### src/rtl/tbeq_pkg.sv
package tbeq_pkg;

  localparam int DATA_W     = 32;
  localparam int PROD_W     = 2 * DATA_W;
  localparam int FRAC_SHIFT = 1;
  // product scaling: keep the upper word, then shift left by FRAC_SHIFT+1
  localparam int SCALE_SH   = FRAC_SHIFT + 1;
  localparam int SCALED_W   = DATA_W + SCALE_SH;
  localparam logic [DATA_W-1:0] UNITY   = 32'h4000_0000;
  localparam logic [DATA_W-1:0] SAT_MAX = 32'h7fff_ffff;
  localparam logic [DATA_W-1:0] SAT_MIN = 32'h8000_0000;

  localparam int CFG_IDX_W = 3;
  localparam logic [CFG_IDX_W-1:0] CFG_HIGH_COEF   = 3'd0;
  localparam logic [CFG_IDX_W-1:0] CFG_HIGH_GAIN   = 3'd1;
  localparam logic [CFG_IDX_W-1:0] CFG_PEAK_COEF   = 3'd2;
  localparam logic [CFG_IDX_W-1:0] CFG_PEAK_CENTER = 3'd3;
  localparam logic [CFG_IDX_W-1:0] CFG_PEAK_GAIN   = 3'd4;
  localparam logic [CFG_IDX_W-1:0] CFG_LOW_COEF    = 3'd5;
  localparam logic [CFG_IDX_W-1:0] CFG_LOW_GAIN    = 3'd6;

  typedef enum logic [1:0] {
    ST_IDLE,
    ST_MUL,
    ST_WB
  } state_t;

  // one entry per product of the sample schedule
  typedef enum logic [3:0] {
    S_HI_N,
    S_HI_AP,
    S_HI_Y,
    S_PK_K,
    S_PK_A,
    S_PK_B,
    S_PK_AP,
    S_PK_Y,
    S_LO_N,
    S_LO_AP,
    S_LO_Y
  } step_t;

  typedef struct packed {
    logic  load;   // capture new input sample
    logic  mul;    // issue product for step
    logic  wb;     // retire product for step
    step_t step;
  } cmd_t;

  // floor(p / 2^32) scaled by 2^(FRAC_SHIFT+1), saturated to 32 bits
  function automatic logic [DATA_W-1:0] fmul_scale(input logic [PROD_W-1:0] p);
    logic [DATA_W-1:0]   q;
    logic [SCALED_W-1:0] r;
    logic [SCALE_SH:0]   top;
    q   = p[PROD_W-1:DATA_W];
    r   = {{SCALE_SH{q[DATA_W-1]}}, q} << SCALE_SH;
    top = r[SCALED_W-1:DATA_W-1];
    if ((&top) || !(|top)) begin
      return r[DATA_W-1:0];
    end else if (r[SCALED_W-1]) begin
      return SAT_MIN;
    end else begin
      return SAT_MAX;
    end
  endfunction

  // arithmetic shift right by one
  function automatic logic [DATA_W-1:0] half(input logic [DATA_W-1:0] v);
    return {v[DATA_W-1], v[DATA_W-1:1]};
  endfunction

endpackage

### src/rtl/tbeq_ctrl.sv
module tbeq_ctrl
  import tbeq_pkg::*;
(
  input  logic clk,
  input  logic rst_n,
  input  logic in_valid,
  output logic in_ready,
  output logic out_valid,
  input  logic out_ready,
  output cmd_t cmd
);

  state_t state_r, state_nxt;
  step_t  step_r, step_nxt;
  logic   out_valid_r, out_valid_nxt;

  always_ff @(posedge clk) begin
    if (!rst_n) begin
      state_r     <= ST_IDLE;
      step_r      <= S_HI_N;
      out_valid_r <= 1'b0;
    end else begin
      state_r     <= state_nxt;
      step_r      <= step_nxt;
      out_valid_r <= out_valid_nxt;
    end
  end

  always_comb begin
    state_nxt     = state_r;
    step_nxt      = step_r;
    in_ready      = 1'b0;
    cmd           = '0;
    cmd.step      = step_r;
    out_valid_nxt = out_valid_r && !out_ready;
    unique case (state_r)
      ST_IDLE: begin
        // nothing is taken while reset is held
        in_ready = rst_n;
        if (in_valid && in_ready) begin
          cmd.load  = 1'b1;
          step_nxt  = S_HI_N;
          state_nxt = ST_MUL;
        end
      end
      ST_MUL: begin
        cmd.mul   = 1'b1;
        state_nxt = ST_WB;
      end
      ST_WB: begin
        if (step_r == S_LO_Y) begin
          // last product: wait until the output register is free
          if (!(out_valid_r && !out_ready)) begin
            cmd.wb        = 1'b1;
            out_valid_nxt = 1'b1;
            state_nxt     = ST_IDLE;
          end
        end else begin
          cmd.wb    = 1'b1;
          step_nxt  = step_t'(step_r + 4'd1);
          state_nxt = ST_MUL;
        end
      end
      default: begin
        state_nxt = ST_IDLE;
      end
    endcase
  end

  assign out_valid = out_valid_r;

endmodule

### src/rtl/tbeq_dp.sv
module tbeq_dp
  import tbeq_pkg::*;
(
  input  logic                 clk,
  input  logic                 rst_n,
  input  cmd_t                 cmd,
  input  logic [DATA_W-1:0]    in_sample,
  input  logic                 cfg_we,
  input  logic [CFG_IDX_W-1:0] cfg_idx,
  input  logic [DATA_W-1:0]    cfg_wdata,
  output logic [DATA_W-1:0]    out_sample
);

  // configuration
  logic [DATA_W-1:0] high_coef_r, high_gain_r, peak_coef_r, peak_center_r;
  logic [DATA_W-1:0] peak_gain_r, low_coef_r, low_gain_r;
  // filter state
  logic [DATA_W-1:0] high_delay_r, peak_new_r, peak_old_r, low_delay_r;
  // working registers
  logic [DATA_W-1:0] x_r, n_r, d_r, e_r, k_r, out_r;
  logic [PROD_W-1:0] p_r;

  logic [DATA_W-1:0] op_a, op_b, m;

  always_ff @(posedge clk) begin
    if (!rst_n) begin
      high_coef_r   <= '0;
      high_gain_r   <= '0;
      peak_coef_r   <= '0;
      peak_center_r <= '0;
      peak_gain_r   <= '0;
      low_coef_r    <= '0;
      low_gain_r    <= '0;
    end else if (cfg_we) begin
      priority case (cfg_idx)
        CFG_HIGH_COEF:   high_coef_r   <= cfg_wdata;
        CFG_HIGH_GAIN:   high_gain_r   <= cfg_wdata;
        CFG_PEAK_COEF:   peak_coef_r   <= cfg_wdata;
        CFG_PEAK_CENTER: peak_center_r <= cfg_wdata;
        CFG_PEAK_GAIN:   peak_gain_r   <= cfg_wdata;
        CFG_LOW_COEF:    low_coef_r    <= cfg_wdata;
        CFG_LOW_GAIN:    low_gain_r    <= cfg_wdata;
        default: ;
      endcase
    end
  end

  // operand select for the shared multiplier
  always_comb begin
    op_a = high_coef_r;
    op_b = high_delay_r;
    unique case (cmd.step)
      S_HI_N:  begin op_a = high_coef_r;   op_b = high_delay_r; end
      S_HI_AP: begin op_a = high_coef_r;   op_b = n_r;          end
      S_HI_Y:  begin op_a = high_gain_r;   op_b = d_r;          end
      S_PK_K:  begin op_a = peak_center_r; op_b = d_r;          end
      S_PK_A:  begin op_a = k_r;           op_b = peak_new_r;   end
      S_PK_B:  begin op_a = peak_coef_r;   op_b = peak_old_r;   end
      S_PK_AP: begin op_a = peak_coef_r;   op_b = d_r;          end
      S_PK_Y:  begin op_a = peak_gain_r;   op_b = d_r;          end
      S_LO_N:  begin op_a = low_coef_r;    op_b = low_delay_r;  end
      S_LO_AP: begin op_a = low_coef_r;    op_b = n_r;          end
      S_LO_Y:  begin op_a = low_gain_r;    op_b = d_r;          end
      default: begin op_a = high_coef_r;   op_b = high_delay_r; end
    endcase
  end

  assign m = fmul_scale(p_r);

  always_ff @(posedge clk) begin
    if (cmd.mul) begin
      p_r <= PROD_W'($signed(op_a) * $signed(op_b));
    end
  end

  always_ff @(posedge clk) begin
    if (!rst_n) begin
      high_delay_r <= '0;
      peak_new_r   <= '0;
      peak_old_r   <= '0;
      low_delay_r  <= '0;
    end else if (cmd.wb) begin
      unique case (cmd.step)
        S_HI_AP: high_delay_r <= n_r;
        S_PK_AP: begin
          peak_old_r <= peak_new_r;
          peak_new_r <= n_r;
        end
        S_LO_AP: low_delay_r <= n_r;
        default: ;
      endcase
    end
  end

  // x - ap (or x + ap) is built ahead in e_r so each retire is a single add
  always_ff @(posedge clk) begin
    if (cmd.load) begin
      x_r <= in_sample;
    end else if (cmd.wb) begin
      unique case (cmd.step)
        S_HI_N: begin
          n_r <= x_r - m;
          e_r <= x_r - high_delay_r;
        end
        S_HI_AP: d_r <= e_r - m;
        S_HI_Y: begin
          x_r <= x_r + half(m);
          d_r <= UNITY - peak_coef_r;
        end
        S_PK_K: k_r <= m;
        S_PK_A: begin
          n_r <= x_r - m;
          e_r <= m - x_r;
        end
        S_PK_B: begin
          n_r <= n_r + m;
          d_r <= e_r - m;
          e_r <= n_r - peak_old_r;
        end
        S_PK_AP: d_r <= e_r - m;
        S_PK_Y:  x_r <= x_r + half(m);
        S_LO_N: begin
          n_r <= x_r - m;
          e_r <= x_r + low_delay_r;
        end
        S_LO_AP: d_r <= e_r + m;
        S_LO_Y:  out_r <= x_r + half(m);
        default: ;
      endcase
    end
  end

  assign out_sample = out_r;

endmodule

### src/rtl/three_band_allpass_equalizer.sv
// Three-band allpass equalizer: each sample transaction passes through a
// first-order allpass high shelf, a second-order allpass peak filter and a
// first-order allpass low shelf, and yields one output sample transaction.
// Every product runs on one shared 32x32 multiplier: eleven products per
// sample, each with an issue state (ST_MUL) and a retire state (ST_WB).
// out_valid rises with the final retire's write to the output register,
// and a new sample is taken only once the sequencer is back in ST_IDLE. The
// output register lets the next sample start while the previous result
// still waits to be taken; the final retire of that next sample holds until
// the register is free, which stretches the sample period by the receiver's stall.
// Coefficient and gain registers are written through the cfg port (ready
// whenever reset is released) and should only change while no sample is in
// flight. in_ready and cfg_ready are low while reset is held.
module three_band_allpass_equalizer
  import tbeq_pkg::*;
(
  input  logic                 clk,
  input  logic                 rst_n,
  // input sample channel
  input  logic                 in_valid,
  output logic                 in_ready,
  input  logic [DATA_W-1:0]    in_sample_in,
  // output sample channel
  output logic                 out_valid,
  input  logic                 out_ready,
  output logic [DATA_W-1:0]    out_sample_out,
  // configuration write channel
  input  logic                 cfg_valid,
  output logic                 cfg_ready,
  input  logic [CFG_IDX_W-1:0] cfg_index,
  input  logic [DATA_W-1:0]    cfg_data
);

  cmd_t cmd;

  // register writes never stall once out of reset
  assign cfg_ready = rst_n;

  // sequencer: walks the product schedule, owns the handshakes
  tbeq_ctrl u_ctrl (
    .clk       (clk),
    .rst_n     (rst_n),
    .in_valid  (in_valid),
    .in_ready  (in_ready),
    .out_valid (out_valid),
    .out_ready (out_ready),
    .cmd       (cmd)
  );

  // datapath: config, filter state, shared multiplier, output register
  tbeq_dp u_dp (
    .clk        (clk),
    .rst_n      (rst_n),
    .cmd        (cmd),
    .in_sample  (in_sample_in),
    .cfg_we     (cfg_valid && cfg_ready),
    .cfg_idx    (cfg_index),
    .cfg_wdata  (cfg_data),
    .out_sample (out_sample_out)
  );

  // an accepted sample always starts the schedule at the first product
  a_load_starts: assert property (@(posedge clk) disable iff (!rst_n)
    cmd.load |=> cmd.mul && cmd.step == S_HI_N)
    else $error("sample load not followed by first product");

  // a product issue is never directly followed by another issue
  a_mul_spacing: assert property (@(posedge clk) disable iff (!rst_n)
    cmd.mul |=> !cmd.mul)
    else $error("back-to-back multiplier issue");

  // the final retire never overwrites a result that is still pending
  a_no_overwrite: assert property (@(posedge clk) disable iff (!rst_n)
    (cmd.wb && cmd.step == S_LO_Y) |-> !(out_valid && !out_ready))
    else $error("output register overwritten while pending");

  // no new sample is taken in the cycle after one was accepted
  a_busy_after_accept: assert property (@(posedge clk) disable iff (!rst_n)
    (in_valid && in_ready) |=> !in_ready)
    else $error("input accepted while busy");

endmodule

### config.mk
export PLATFORM = sky130hd
export DESIGN_NAME = three_band_allpass_equalizer
export DESIGN_NICKNAME = d
export VERILOG_FILES = /design/src/rtl/tbeq_pkg.sv /design/src/rtl/tbeq_ctrl.sv /design/src/rtl/tbeq_dp.sv /design/src/rtl/three_band_allpass_equalizer.sv
export SDC_FILE = /design/constraint.sdc
export NUM_CORES = 2
export LEC_CHECK = 0
export BUFFER_PORTS_ARGS = -buffer_cell sky130_fd_sc_hd__buf_2
export CAP_MARGIN = 0
export CORE_ASPECT_RATIO = 1.75
export CORE_MARGIN = 10
export CORE_UTILIZATION = 55
export DETAILED_ROUTE_END_ITERATION = 8
export PLACE_DENSITY_LB_ADDON = 0.12
export SETUP_SLACK_MARGIN = 0.15
export SYNTH_ARGS = -nofsm -noshare
export SYNTH_HDL_FRONTEND = slang
export SYNTH_HIERARCHICAL = 1
export SYNTH_SLANG_ARGS = --single-unit
export TNS_END_PERCENT = 30
### constraint.sdc
create_clock -name clk -period 18.8 [get_ports clk]
set_input_delay 1.88 -clock clk [delete_from_list [all_inputs] [get_ports clk]]
set_output_delay 1.88 -clock clk [all_outputs]
set_load 0.02 [all_outputs]
; Yosys cells after proc, flatten, opt, wreduce, memory -nomap -nowiden
; Cells that the tools add are included.
[totals]
output_inout_bits = 35
register_bits = 615
elab_cells = 123
in_bits = 72
[op_classes]
n_reduce_logical = 42
n_bitwise = 1
add_sub_neg = 11
n_eq_ne = 21
muxes = 26
n_mul = 1
[ops]
columns = cell, n
row1 = 32-bit one-hot mux with 7 select lines, 1
row2 = 32-bit two-way mux, 5
row3 = 32-bit one-hot mux with 5 select lines, 1
row4 = 32-bit subtractor, 5
row5 = 32-bit adder, 4
row6 = 32-bit one-hot mux with 4 select lines, 1
row7 = 32-bit one-hot mux with 3 select lines, 1
row8 = 32-bit by 32-bit multiplier with 64-bit output, 1
row9 = 32-bit one-hot mux with 2 select lines, 1
row10 = "31-bit by 32-bit subtractor with 32-bit output, first input constant", 1
row11 = 2-bit AND reduction, 12
row12 = 3-bit AND reduction, 7
row13 = "4-bit by 3-bit equality test with 1-bit output, second input constant", 4
row14 = "4-bit equality test, second input constant", 3
row15 = "3-bit equality test, second input constant", 3
row16 = 1-bit two-way mux, 9
row17 = 3-bit OR reduction, 3
row18 = "4-bit by 2-bit equality test with 1-bit output, second input constant", 2
row19 = 4-bit two-way mux, 2
row20 = 4-bit one-hot mux with 2 select lines, 1
row21 = 2-bit nonzero test, 4
row22 = 2-bit OR reduction, 4
row23 = "3-bit by 2-bit equality test with 1-bit output, second input constant", 2
row24 = 2-bit two-way mux, 3
row25 = other kinds (19), 22

; Depth between registers and ports, before layout
[depth]
word_depth = 8
mapped_depth = 39
depth_no_buf = 36

; Modules after synthesis
; The synthesis kept the hierarchy.
[modules_own_cells]
columns = module, seq_area_each_um2, cells_each, area_per_inst_um2, instances
row1 = tbeq_dp, 13743.2, 8068, 70642.8, 1
row2 = tbeq_ctrl, 140.1, 41, 380.4, 1
row3 = three_band_allpass_equalizer, 0.0, 2, 13.8, 1

; Worst setup path before layout
; Ideal clock, no wire load.
[synth_path]
kind = register to register
from = reg u_ctrl.step_r[2]
to = reg u_dp.p_r[60], data pin
path_stages_with_launch = 38
arrival_time_ns = 9.782
setup_time_ns = 0.258
n_path_buf = 5
setup_slack_ns = 8.760
period_less_slack_ns = 10.040
t_required_ns = 18.542
cell_sequence = dfxtp_1 -> buf_4 -> clkbuf_1 -> nand2_1 -> nor2_1 -> clkbuf_1 -> buf_2 -> a222oi_1 -> nand3_1 -> clkbuf_1 -> nand2_1 -> inv_1 -> fa_1 -> fa_1 -> fa_1 -> inv_1 -> fa_1 -> inv_1 -> [2 not listed] -> inv_1 -> fa_1 -> fa_1 -> inv_1 -> ha_1 -> a21o_1 -> a21o_1 -> a21o_1 -> a21o_1 -> a21oi_1 -> nor2b_1 -> o21ai_0 -> nand2_1 -> a31oi_1 -> o21ai_1 -> o21a_1 -> nor2_1 -> xnor2_1
[synth_via]
elab_chain_cells = 4
word_cells_on_any_way = 17
cone_classes = 1 x mul / 10 x eq/ne / 2 x mux / 4 x reduce/logical
[synth_rtl]
columns = element, line
row1 = start: declaration, tbeq_ctrl.sv:14  ; step_t step_r, step_nxt;
row2 = start signal: assignment, tbeq_ctrl.sv:24  ; step_r <= step_nxt;
row3 = 4-bit equality test (tied with other cells), tbeq_dp.sv:52  ; unique case (cmd.step)
row4 = 5-bit OR reduction (no source line) / 2-bit OR reduction (equally long branches), -
row5 = 32-bit one-hot mux with 5 select lines / 32-bit one-hot mux with 7 select lines (equally long branches), tbeq_dp.sv:52
row6 = 32-bit by 32-bit multiplier with 64-bit output *, tbeq_dp.sv:72  ; p_r <= PROD_W'($signed(op_a) * $signed(op_b));
row7 = end signal: assignment, tbeq_dp.sv:72
row8 = end: declaration, tbeq_dp.sv:21  ; logic [PROD_W-1:0] p_r;
; Every way passes the cells marked *; elsewhere a longest branch is shown, timed or not.
; A chain may end at the register's enable or synchronous reset.

; Final worst setup path
[layout_path]
from = reg u_ctrl.step_r[0]
to = reg u_dp.p_r[57], data pin
; Same word-level chain as after synthesis.

==> run metrics <==
crit share post-route 62.17%; CP endpoint kind register; Finish-stage setup viols 0; initial DRC count 4524; setup_tns 0 ns; first-pass GRT wire length 381000 um; Post-CTS Setup Bufs 0; leak pwr 33.22 nW; HPWL Detailed 202600 um; nets 9580; vias in the first global route 62690; Hold Fails Final Rpt 0; Routed Antenna Nets 0; status finished clean; Mapped Cells 8111; Worst Tran Pin Value 1.182 ns; drt first pass iters 9; WP buf/inv 5; row count 174; family with the most delay on the worst path adder cells; hold path startpoint u_dp/low_coef_r[7]$_SDFFE_PN0P_; min-delay worst type reg -> reg; RSZ-0062 raised after global routing false; Mapped Area 71040 um2; worst skew pair latency 0.70 ns; I/O Pins 107; clk sinks 582; yosys warns 6; cell seen most often among critical-path stages fa_1; Num CTS Buffers 55; #FFs+latches synth 582; syn nets 9673; Final Max Slew Viols 0; IO buf count 106; sequential area share after synthesis 19.54%; critical path start-end classification reg -> reg; Fmax 85.56 MHz; Finished Core Util 58.88%; Worst Slack Setup Final 7.112 ns; RR Startpoint u_ctrl/step_r[0]$_SDFFE_PN0P_; placer congestion estimate 0.9939; Max VDD drop 86.87 uV; CTS tree built; hold_buf cts 0; post-layout instance area 75630 um2; critical path's largest stage delay 1.10 ns; CP required 19.22 ns; CP max-delay cell dfxtp_1; DP Area 73730 um2; crit path launch type register; relative slew slack 19.13%; Post-synth ARST share 0%; Tmin final 11.69 ns; CTS resizes 0; Die ar. 144500 um2; die height 495.4 um; clk buf depth 3; H-tree levels 2; Non-Filler Instances 9744; antenna violations before repair 16; clock slew at reported path FFs 0.07 ns; worst-path maximum fanout 34; Residual DRC 0; Post-synth EDFFs 223; vias per cell 6.088; Root Buffer clkbuf_16; clk_skew 0.07595 ns; syn avg cell area 8.758 um2; largest net degree at the start of global routing 135; layout cell share with drive strength beyond 1 6.361%; post-synth cell types 97; Main synth FF type dfxtp_1; WL final 255700 um; worst path arrival time 12.10 ns; global-route usage over all layers 35.33%; P per Cell Area 46.04 nW/um2; Via Count 59326; max_cap viols 0; Initial Util 55.30%; Area Overhead vs Synth 6.459%; dpl ws 7.200 ns; core area 128400 um2; GRT overflow 0; crit path from u_ctrl/step_r[0]$_SDFFE_PN0P_; Wirelength per Cell 26.24 um; DP Cell Count 9633; Chip Width 291.7 um
worst reg2reg max path, delay by kind of cell, from the launching register on:
family | cells | cell delay (ns)
AOI/OAI and AO/OA | 7 | 2.47
xor gates and xnor gates | 1 | 0.13
adders and majority gates | 9 | 4.37
buffers and inverters | 5 | 1.00
DFF | 1 | 1.10
and+or+nand+nor | 8 | 2.33
synthesized netlist by cell type (91+ instances only):
cell type  number  area share, %
nand2_1      1474            7.8
a21boi_0      364            3.8
nand3_1        96           0.68
xor2_1        101            1.2
a21o_1        139            1.5
o21ai_0       219            1.5
dfxtp_1       359             10
nor2_1        721            3.8
inv_1        1122            5.9
ha_1          402            7.1
edfxtp_1      223            9.4
fa_1         1088             31
a22oi_1        91           0.96
clkbuf_1      386            2.0
a21oi_1       300            2.1
xnor2_1       195            2.4
cells in the final DEF (no fill, tap or decap), types with 161 or more instances in the layout:
cell      instances
a21boi_0        364
dfxtp_1         359
o21ai_0         219
edfxtp_1        223
fa_1           1088
inv_1          1121
a21oi_1         295
xnor2_1         195
ha_1            402
nor2_1          711
buf_4           161
nand2_1        1473
kinds of logic (layout without fill, tap and decap cells):
kind of cell	count (synthesis)	after routing	share of synthesized area, %
other	0	7	0
AO/OA/AOI/OAI	1510	1510	14.73
flip-flops	582	582	19.54
XOR/XNOR	296	296	3.649
multiplexers	47	47	0.7327
buffers and inverters	1542	1496	8.197
adder cells (fa/ha/maj)	1490	1490	37.74
AND/OR/NAND/NOR	2644	2644	15.41
stage by stage:
step           hold WS [ns]  power (W)
6_report             0.4665   0.003482
5_1_grt              0.4843   0.003615
4_1_cts              0.4665   0.003488
3_5_place_dp         0.4572   0.002291
3_3_place_gp         0.4486   0.002282
2_1_floorplan        0.4393   0.002005
path summary, 6_finish.rpt:
path,end,slack [ns],cells past startpoint
max,u_dp/p_r[57]$_DFFE_PP_,7.11,30
min,u_dp/low_coef_r[7]$_SDFFE_PN0P_,0.47,2
max reg2reg,u_dp/p_r[57]$_DFFE_PP_,7.11,30
min reg2reg,u_dp/low_coef_r[7]$_SDFFE_PN0P_,0.47,2
cell type report:
cell class              count  area [um2]
multi-input cells        5987       51780
clock buffers              78        1598
fillers                 11646       52820
repair buffers            267        1748
well taps                1672        2092
diodes                      7       17.52
flip-flops and latches    582       13880
inverters                1125        4223
clock inverters            26       282.8
where the power goes:
group          internal (W)  switching [W]
Clock              0.000642       0.000555
Combinational      0.000327       0.000567
Sequential          0.00136      0.0000301
layer usage:
| metal | wire, um | share of wire (%) | global-route usage (%) |
|---|---|---|---|
| met5 | 53 | 0.021 | 0 |
| met3 | 18030 | 7.0 | 5.943 |
| met1 | 82570 | 32 | 35.53 |
| met2 | 128700 | 50 | 63.21 |
| met4 | 26340 | 10 | 29.98 |
(Power assumes the default switching activity.)
